--- src/drrc_pkg.sv ---
// shared types, constants and the power-of-ten table for the decimal rescale block
// no dependencies
package drrc_pkg;

    localparam int unsigned VAL_W          = 61;
    localparam int unsigned DIG_W          = 5;
    localparam int unsigned VALUE_DIGITS   = 18;
    localparam int unsigned MAX_DIGITS_DEF = 18;

    typedef logic [VAL_W-1:0] mag_t;
    typedef logic [DIG_W-1:0] dig_t;

    typedef enum logic [1:0] {
        REG_SRC_WIDTH = 2'd0,
        REG_SRC_SCALE = 2'd1,
        REG_TGT_WIDTH = 2'd2,
        REG_TGT_SCALE = 2'd3
    } cfg_reg_t;

    // one item moving along the row of divide/multiply cells
    typedef struct packed {
        logic vld;
        logic last;
        logic neg;
        logic up;
        logic pre_bad;
        logic chk;
        mag_t mag;
        mag_t lim;
        mag_t fac;
        mag_t d1;
        mag_t d2;
        mag_t r1;
        mag_t r2;
        mag_t q1;
        mag_t prod;
    } cell_t;

    typedef struct packed {
        logic vld;
        logic last;
        logic neg;
        logic up;
        logic pre_bad;
        logic chk;
        mag_t qr;
        mag_t rin;
        mag_t lim;
    } fin_t;

    function automatic mag_t pow10(input dig_t n);
        mag_t p;
        case (n)
            5'd0:    p = 61'd1;
            5'd1:    p = 61'd10;
            5'd2:    p = 61'd100;
            5'd3:    p = 61'd1000;
            5'd4:    p = 61'd10000;
            5'd5:    p = 61'd100000;
            5'd6:    p = 61'd1000000;
            5'd7:    p = 61'd10000000;
            5'd8:    p = 61'd100000000;
            5'd9:    p = 61'd1000000000;
            5'd10:   p = 61'd10000000000;
            5'd11:   p = 61'd100000000000;
            5'd12:   p = 61'd1000000000000;
            5'd13:   p = 61'd10000000000000;
            5'd14:   p = 61'd100000000000000;
            5'd15:   p = 61'd1000000000000000;
            5'd16:   p = 61'd10000000000000000;
            5'd17:   p = 61'd100000000000000000;
            default: p = 61'd1000000000000000000;
        endcase
        return p;
    endfunction

endpackage

--- src/drrc_cell.sv ---
// one cell of the row: a restoring-divide bit step on two remainders and
// a shift-add multiply step; depends on drrc_pkg
module drrc_cell
    import drrc_pkg::*;
#(
    parameter int IDX = 0
)
(
    input  logic  clk,
    input  logic  rst_n,
    input  logic  en,
    input  cell_t din,
    output cell_t dout
);

    cell_t data_reg;
    cell_t data_next;
    mag_t  t1;
    mag_t  t2;
    logic  qb;

    always_comb
    begin
        data_next = din;
        t1 = {din.r1[VAL_W-2:0], din.mag[VAL_W-1-IDX]};
        t2 = {din.r2[VAL_W-2:0], din.mag[VAL_W-1-IDX]};
        qb = (t1 >= din.d1);
        data_next.r1 = qb ? (t1 - din.d1) : t1;
        data_next.q1 = {din.q1[VAL_W-2:0], qb};
        data_next.r2 = (t2 >= din.d2) ? (t2 - din.d2) : t2;
        data_next.prod = din.prod + (din.fac[IDX] ? (din.mag << IDX) : '0);
    end

    always_ff @(posedge clk or negedge rst_n)
    begin
        if (!rst_n)
            data_reg <= '0;
        else if (en)
            data_reg <= data_next;
    end

    assign dout = data_reg;

endmodule

--- config.mk ---
export PLATFORM = sky130hd
export DESIGN_NAME = drrc_cell
export DESIGN_NICKNAME = d
export VERILOG_FILES = /design/src/drrc_pkg.sv /design/src/drrc_cell.sv
export SDC_FILE = /design/constraint.sdc
export NUM_CORES = 1
export LEC_CHECK = 0
export BUFFER_PORTS_ARGS = -buffer_cell sky130_fd_sc_hd__buf_4
export CAP_MARGIN = 20
export CORE_AREA = 2 2 440 442
export CTS_BUF_LIST = sky130_fd_sc_hd__clkbuf_4 sky130_fd_sc_hd__clkbuf_8
export DETAILED_ROUTE_END_ITERATION = 8
export DIE_AREA = 0 0 442 444
export PLACE_DENSITY = 0.38
export RECOVER_POWER = 100
export SLEW_MARGIN = 20
export SYNTH_ARGS = -nofsm -noshare
export SYNTH_HDL_FRONTEND = slang
export SYNTH_SLANG_ARGS = --single-unit
--- constraint.sdc ---
create_clock -name clk -period 1.1 [get_ports clk]
set_clock_uncertainty 0.2 [all_clocks]
set_input_delay 0.33 -clock clk [delete_from_list [all_inputs] [get_ports clk]]
set_output_delay 0.33 -clock clk [all_outputs]
set_load 0.01 [all_outputs]
==> metrics.md, run 1 <==
| Metric | Value |
|---|---|
| Antenna-violating nets left | `0` |
| Minimum clock period after layout | `a little under 3000 ps` |
| Die width | `between 400 and 500 um` |
| Gr usage total | `between 15 and 20%` |
| Post-Syn Instances | `between 3000 and 4000` |
| Via count of the first global-routing pass | `approximately 37000` |
| GR Util met3 | `3.62%` |
| Global-route wire length before repair | `255000 um` |
| Final wirelength | `181000 um` |
| PwrDens | `1210 nW/um^2` |
| DRC violations left | `0` |
| GRT Max-Usage Layer | `met2` |
| CP required | `between 1500 and 2000 ps` |
| Fmax | `about 0.34 GHz` |
| Worst Hold Class | `in -> reg` |
| Critical path arrival | `approximately 3500 ps` |
| Net Sw Frac | `approximately a third` |
| Avg Vias per Cell | `4.09` |
| Worst Setup End Kind | `flip-flop` |
| Wire per inst | `just over 20 um` |
| Final WS setup | `-1810 ps` |
| Ys Warns | `0` |
| Largest net degree at the start of global routing | `38` |
| Synthesized area | `between 30000 and 40000 um^2` |
| Number of synthesized flops with an enable pin | `0` |
| Internal power | `around 0.057 W` |
| Clock power frac | `around 29%` |
| Reg2reg end | `dout[347]$_DFFE_PN0P_` |
| Hold WS | `-538 ps` |
| CTS sink count | `around 560` |
| Post-synthesis cell type count | `85` |
| IO buf count | `between 1000 and 1500` |
| Num ports | `approximately 1100` |
| Syn Nets | `slightly above 4000` |
| Post-Synth XOR/XNOR Area | `4.46%` |
| Area growth syn-to-layout | `113%` |
| Post-synthesis mux area share | `approximately 15%` |
| Max reg flops | `around 560` |
| Max VDD drop | `0.948 mV` |
| DP Wirelength | `roughly 140000 um` |
| Max-slew violations | `0` |
| Unrepaired setup endpoints after global routing | `yes` |
| Yosys reg bits | `555` |
| Synth Area in Compound Gates | `15.7%` |
| Static Leak | `~33 nW` |
| Hold Path Sink | `dout[502]$_DFFE_PN0P_` |
| Clock root buffer | `clkbuf_8` |
| Reg2reg setup slack | `-130 ps` |
| Adder-Cell Fraction of Synth Area | `approximately 7%` |
| GPL Wtd Cong | `around 0.86` |
| Largest family of logic cells by synthesized area | `compound AO/OA/AOI/OAI gates` |
| Hold Violations, Final | `288` |
| Synth Area in Simple Gates | `approximately 11%` |
| Core Region | `roughly 190000 um^2` |
| Rows | `roughly 160` |
| Hold path start | `din[502]` |
| Failing checks | `hold timing, setup timing` |
| Full die area | `a little under 200000 um^2` |
| Reg2Reg Depth | `3` |
| Startpoint types | `primary input` |
| Die Y | `about 440 um` |
| Met2 Use GR | `between 30% and 40%` |
| Sequential fraction of the synthesis area | `between 40% and 50%` |
| Number of antenna violations at the first check in global routing | `23` |
| Fraction of registers with async set/reset | `100%` |
| Final setup fails | `1437` |
| Hold depth | `2` |
| Htree depth | `3` |
| Dominant synthesized flop cell | `dfrtp_1` |
| Sw Pwr | `0.0280 W` |
| Layout cells sized above 1 | `56.4%` |
| Iter 0 DRT Violations | `between 1000 and 1500` |
| Sequential Power Share | `between 20% and 30%` |
| Via count | `between 30000 and 40000` |
| Total gr overflow | `0` |
| Worst-Margin Slew | `about 1000 ps` |
| Max cap viols | `0` |
| Initial core utilization | `around 17%` |
| NumNets Final | `approximately 7000` |
| CP Class | `in -> reg` |
| Tcrit/Tclk final | `264%` |
| Critical path fanouts, max | `5` |
| R2r startpoint | `dout[347]$_DFFE_PN0P_` |
| CTS Buffer Depth | `3` |
| Total CTS buffers | `110` |
| Clk_lat worst skew | `around 890 ps` |
| Gate power share | `around 42%` |
| 1st-pass router iterations | `7` |
| Final Util | `36.5%` |
| Worst slew margin | `31.5%` |
| Avg Inst Size Synth | `around 10 um^2` |
| Run status | `finished with violations` |
| CTS tree | `built` |
| Global routing usage on met1 | `about 20%` |
| Clk slew on worst S/H paths | `60 ps` |
[cell type report]
| cell class | instances | area (um^2) |
|---|---|---|
| antenna | 13 | 32.5 |
| clock buffer | 162 | 2040 |
| clock inverter | 33 | 427 |
| fill | 19386 | 122000 |
| inverter | 172 | 708 |
| multi-input combinational | 2376 | 22100 |
| sequential | 555 | 13900 |
| tap | 2526 | 3160 |
| timing repair buffer | 2982 | 27600 |
[repair_timing]
item	in CTS	in global routing
pin swaps	204	256
gates resized for setup	369	964
endpoints found under the hold margin	1110	1056
hold buffers	486	104
cloned	16	2
buffers inserted	76	334
setup endpoints to repair	735	1110
[worst max-delay path: stages]
cell and delay [ps]:
buf_16 130, buf_8 140, buf_6 110, and2_4 130, ha_4 310, buf_4 120, a21o_1 120, a221o_1 250
a31oi_4 140, nor2b_4 180, a31oi_4 130, buf_6 150, o21ai_4 250, a21boi_2 110, buf_4 160, o41a_1 320
xnor2_1 130, mux2_2 250
[metal layers]
| layer | up-vias | share of wire (%) |
|---|---|---|
| li1 | 17495 | - |
| met1 | 17519 | 41 |
| met2 | 791 | 52 |
| met3 | 229 | 4.4 |
| met4 | 4 | 2.8 |
| met5 | - | 0.015 |
[Yosys cell counts, types with 29 or more instances]
library cell	count	share of area [%]
dfrtp_1	555	42
mux2_2	426	15
a21oi_1	377	5.7
nor2_1	273	3.1
ha_1	182	6.9
inv_1	171	2.0
nand2_1	158	1.8
clkbuf_1	147	1.7
a21o_1	120	2.7
o21ai_0	108	1.6
xnor2_1	94	2.5
and2_1	73	1.4
xor2_1	73	1.9
nand3_1	47	0.72
nand4_1	46	0.88
o21bai_1	39	0.89
and3_1	32	0.61
mux2i_1	29	0.88
[placed cells by master (no fill, tap or decap), types with 83 or more instances in the layout]
| cell type | n |
|---|---|
| a21o_1 | 120 |
| a21oi_1 | 234 |
| a21oi_2 | 118 |
| buf_12 | 83 |
| buf_4 | 1648 |
| buf_6 | 671 |
| clkbuf_8 | 131 |
| dfrtp_1 | 548 |
| dlygate4sd3_1 | 534 |
| ha_1 | 122 |
| inv_1 | 142 |
| mux2_1 | 87 |
| mux2_4 | 257 |
| nand2_1 | 140 |
| nor2_1 | 198 |
[per-stage QoR]
stage	cell area (um^2)	instances	setup WS, ps	setup TNS [ps]	power [W]
after floorplan	36200	3279	-2460	-474900	0.0371
after global placement	53600	7670	-2990	-652520	0.0522
after detailed placement	53600	7670	-2990	-657810	0.0522
after CTS	63600	8435	-1650	-1049240	0.0811
after global routing	70000	8817	-1810	-1215490	0.0895
final	70000	8819	-1810	-1152930	0.0849
[logic make-up after synthesis]
| group | count (synthesis) |
|---|---|
| AOI/OAI and AO/OA | 828 |
| xor gates and xnor gates | 167 |
| adders and majority gates | 185 |
| buffers and inverters | 348 |
| DFF | 555 |
| muxes | 455 |
| and+or+nand+nor | 741 |
[worst max path at each step]
stage	from	end	slack, ps
global placement	din[259]	dout[177]$_DFFE_PN0P_	-2990
CTS	din[366]	dout[56]$_DFFE_PN0P_	-1650
floorplan	din[366]	dout[60]$_DFFE_PN0P_	-2460
detailed placement	din[259]	dout[177]$_DFFE_PN0P_	-2990
finish	din[366]	dout[44]$_DFFE_PN0P_	-1810
global route	din[366]	dout[56]$_DFFE_PN0P_	-1810
[power by group through the flow]
stage / clock network (W) / logic (W) / registers (W)
3_5_place_dp: 0 / 0.0270 / 0.0252
2_1_floorplan: 0 / 0.0110 / 0.0261
4_1_cts: 0.0255 / 0.0308 / 0.0249
3_3_place_gp: 0 / 0.0271 / 0.0251
5_1_grt: 0.0263 / 0.0376 / 0.0256
6_report: 0.0243 / 0.0352 / 0.0253
Note: power is estimated with default switching activity, not from simulation.
==> run 2, diff against run 1 <==
CORE_AREA = 2 2 430 432   (was 2 2 440 442)
CTS_CLUSTER_SIZE = 30   (was unset)
DIE_AREA = 0 0 432 434   (was 0 0 442 444)
PLACE_DENSITY = 0.39   (was 0.38)
==> run 2 against run 1 <==
Net effect: the run still ends with hold timing, setup timing left; cell area fell by 1.9%; register-to-register slack barely moved; fmax rose by 0.42%; sequential power barely moved; first-iteration DRC count fell by 5.9%; sequential share of layout area rose by 0.38 points; worst hold slack improved by 35 ps; via count fell by 1.3%; count of clock-buffer cells in the layout rose by 1; power fell by 1.9%; critical path type unchanged; largest cell class unchanged.
==> metrics.md, run 2 (same netlist as run 1, synthesis figures left out) <==
| Metric | Value |
|---|---|
| Unrepaired setup endpoints after global routing | `yes (unchanged)` |
| Net Sw Frac | `32.9% (was 33.0%)` |
| Iter 0 DRT Violations | `1254 (was 1332)` |
| Placed cells | `7487 (was 7670)` |
| Worst Hold Class | `in -> reg (unchanged)` |
| Fill count | `18254 (was 19386)` |
| CP required | `1620 ps (was 1690 ps)` |
| Die width | `432 um (was 442 um)` |
| Multi-input gate area | `22500 um^2 (was 22100 um^2)` |
| CTS Buffer Depth | `3 (unchanged)` |
| Die Y | `434 um (was 444 um)` |
| Hold Violations, Final | `90 (was 288)` |
| Tcrit/Tclk final | `263% (was 264%)` |
| Layout cells sized above 1 | `57.8% (was 56.4%)` |
| Area growth syn-to-layout | `109% (was 113%)` |
| Placed Area | `52800 um^2 (was 53600 um^2)` |
| Antenna-violating nets left | `0 (unchanged)` |
| Fmax | `0.346 GHz (was 0.344 GHz)` |
| Hold WS | `-503 ps (was -538 ps)` |
| Via count | `35554 (was 36038)` |
| Most frequent cells in the layout | `buf_4, buf_6, dfrtp_1 (unchanged)` |
| Worst-Margin Slew | `953 ps (was 1020 ps)` |
| CTS sink count | `555 (unchanged)` |
| Number of antenna violations at the first check in global routing | `33 (was 23)` |
| Htree depth | `3 (unchanged)` |
| Final wirelength | `174000 um (was 181000 um)` |
| NumNets Final | `6822 (was 6940)` |
| DRC violations left | `0 (unchanged)` |
| Avg Vias per Cell | `4.15 (was 4.09)` |
| Wire per inst | `20.3 um (was 20.5 um)` |
| CP Class | `in -> reg (unchanged)` |
| CTS tree | `built (unchanged)` |
| Worst Setup End Kind | `flip-flop (unchanged)` |
| Critical path fanouts, max | `7 (was 5)` |
| Max reg flops | `555 (unchanged)` |
| Internal power | `0.0558 W (was 0.0569 W)` |
| Final std cells w/o fill | `8570 (was 8819)` |
| Startpoint types | `primary input (unchanged)` |
| Core Region | `182000 um^2 (was 192000 um^2)` |
| Clk slew on worst S/H paths | `60 ps (about the same)` |
| Clk_lat worst skew | `890 ps (about the same)` |
| Initial core utilization | `18.0% (was 17.1%)` |
| Minimum clock period after layout | `2890 ps (was 2910 ps)` |
| Sw Pwr | `0.0274 W (was 0.0280 W)` |
| Final instance area | `68700 um^2 (was 70000 um^2)` |
| Largest net degree at the start of global routing | `67 (was 38)` |
| Max-slew violations | `0 (unchanged)` |
| Failing checks | `hold timing, setup timing (unchanged)` |
| IO buf count | `1109 (unchanged)` |
| Static Leak | `32.8 nW (was 33.3 nW)` |
| Gr usage total | `17.7% (was 17.4%)` |
| Gate power share | `41.8% (was 41.5%)` |
| Most common cell after layout, fill and taps aside | `buf_4 (unchanged)` |
| GPL Wtd Cong | `0.858 (was 0.861)` |
| Final WS setup | `-1790 ps (was -1810 ps)` |
| Critical path arrival | `3410 ps (was 3500 ps)` |
| Via count of the first global-routing pass | `37867 (was 37062)` |
| Global-route wire length before repair | `249000 um (was 255000 um)` |
| 1st-pass router iterations | `5 (was 7)` |
| Run status | `finished with violations (unchanged)` |
| Reg2reg setup slack | `-130 ps (about the same)` |
| Register area | `13900 um^2 (about the same)` |
| Max cap viols | `0 (unchanged)` |
| PwrDens | `1210 nW/um^2 (about the same)` |
| Worst slew margin | `36.3% (was 31.5%)` |
| Sequential Power Share | `30.4% (was 29.8%)` |
| Clock root buffer | `clkbuf_8 (unchanged)` |
| Clock power frac | `27.8% (was 28.7%)` |
| DP Wirelength | `137000 um (was 143000 um)` |
| Full die area | `187000 um^2 (was 196000 um^2)` |
| Rows | `157 (was 161)` |
| Max VDD drop | `0.787 mV (was 0.948 mV)` |
| Total gr overflow | `0 (unchanged)` |
| Total CTS buffers | `108 (was 110)` |
| Num ports | `1113 (unchanged)` |
| Final setup fails | `1318 (was 1437)` |
run 2: changes by cell type in the layout (fill, tap and decap cells not counted), moves of 6 or more:
cell / change
a21oi_1: -16
a21oi_2: +15
and3_1: +6
buf_12: -28
buf_4: -43
buf_6: -25
diode_2: +11
dlygate4sd3_1: -21
dlymetal6s4s_1: -8
mux2_1: -87
mux2_4: +88
xnor2_1: -8
run 2: final timing paths:
path	end	cells after the start	start
worst min register to register	dout[140]$_DFFE_PN0P_	1	dout[140]$_DFFE_PN0P_
max in group asynchronous	dout[236]$_DFFE_PN0P_	5	rst_n
min in group asynchronous	dout[9]$_DFFE_PN0P_	3	rst_n
worst max-delay path	dout[216]$_DFFE_PN0P_	18	din[237]
worst min-delay path	dout[259]$_DFFE_PN0P_	2	din[259]
worst max register to register	dout[440]$_DFFE_PN0P_	3	dout[440]$_DFFE_PN0P_
run 2: worst max-delay path: stages:
cell and delay [ps]:
buf_4 110, dlygate4sd3_1 580, ha_1 310, nand2_1 50
nor2_1 240, nand2_1 130, nor2_2 130, nand2_1 90
nor4_1 260, a211o_1 180, a31oi_4 50, buf_12 150
buf_12 140, buf_6 120, buf_12 130, nand2_1 70
o21ai_2 50, mux2_4 260
run 2: metal layers:
metal | GRT usage (%) | wire (um)
met5 | 0 | 27
met4 | 7.70 | 6690
met3 | 3.71 | 8310
met2 | 31.3 | 88500
met1 | 20.5 | 70500
run 2: per-stage QoR:
stage,worst slack (ps),setup TNS (ps),util (%),total power (W)
after floorplan,-2460,-474900,-,0.0371
after global placement,-2870,-638200,28.9,0.0516
after detailed placement,-2880,-640670,28.9,0.0517
after CTS,-1630,-1084870,36.4,0.0832
after global routing,-1850,-1121140,37.6,0.0877
final,-1790,-1039640,37.6,0.0833
run 2: layout make-up:
cell class	count	area share, %
multi-input cells	2376	32.8
diodes	24	0.0875
repair buffers	2866	38.0
inverters	172	1.04
clock inverters	29	0.421
flip-flops and latches	555	20.2
clock buffers	163	3.02
well taps	2385	4.35
run 2: power groups by stage:
stage / registers [W] / logic, W / clock network (W)
final: 0.0253 / 0.0348 / 0.0231
after global routing: 0.0256 / 0.0372 / 0.0249
after CTS: 0.0252 / 0.0339 / 0.0241
after detailed placement: 0.0251 / 0.0265 / 0
after global placement: 0.0251 / 0.0266 / 0
after floorplan: 0.0261 / 0.0110 / 0
run 2: timing repair:
action                      CTS  global route
hold buffers                427            94
gates resized for setup    1072           261
setup buffers               292            84
gates cloned                 11             0
setup endpoints to repair   735          1144
pin swaps                   234           219
hold endpoints to repair   1110           538
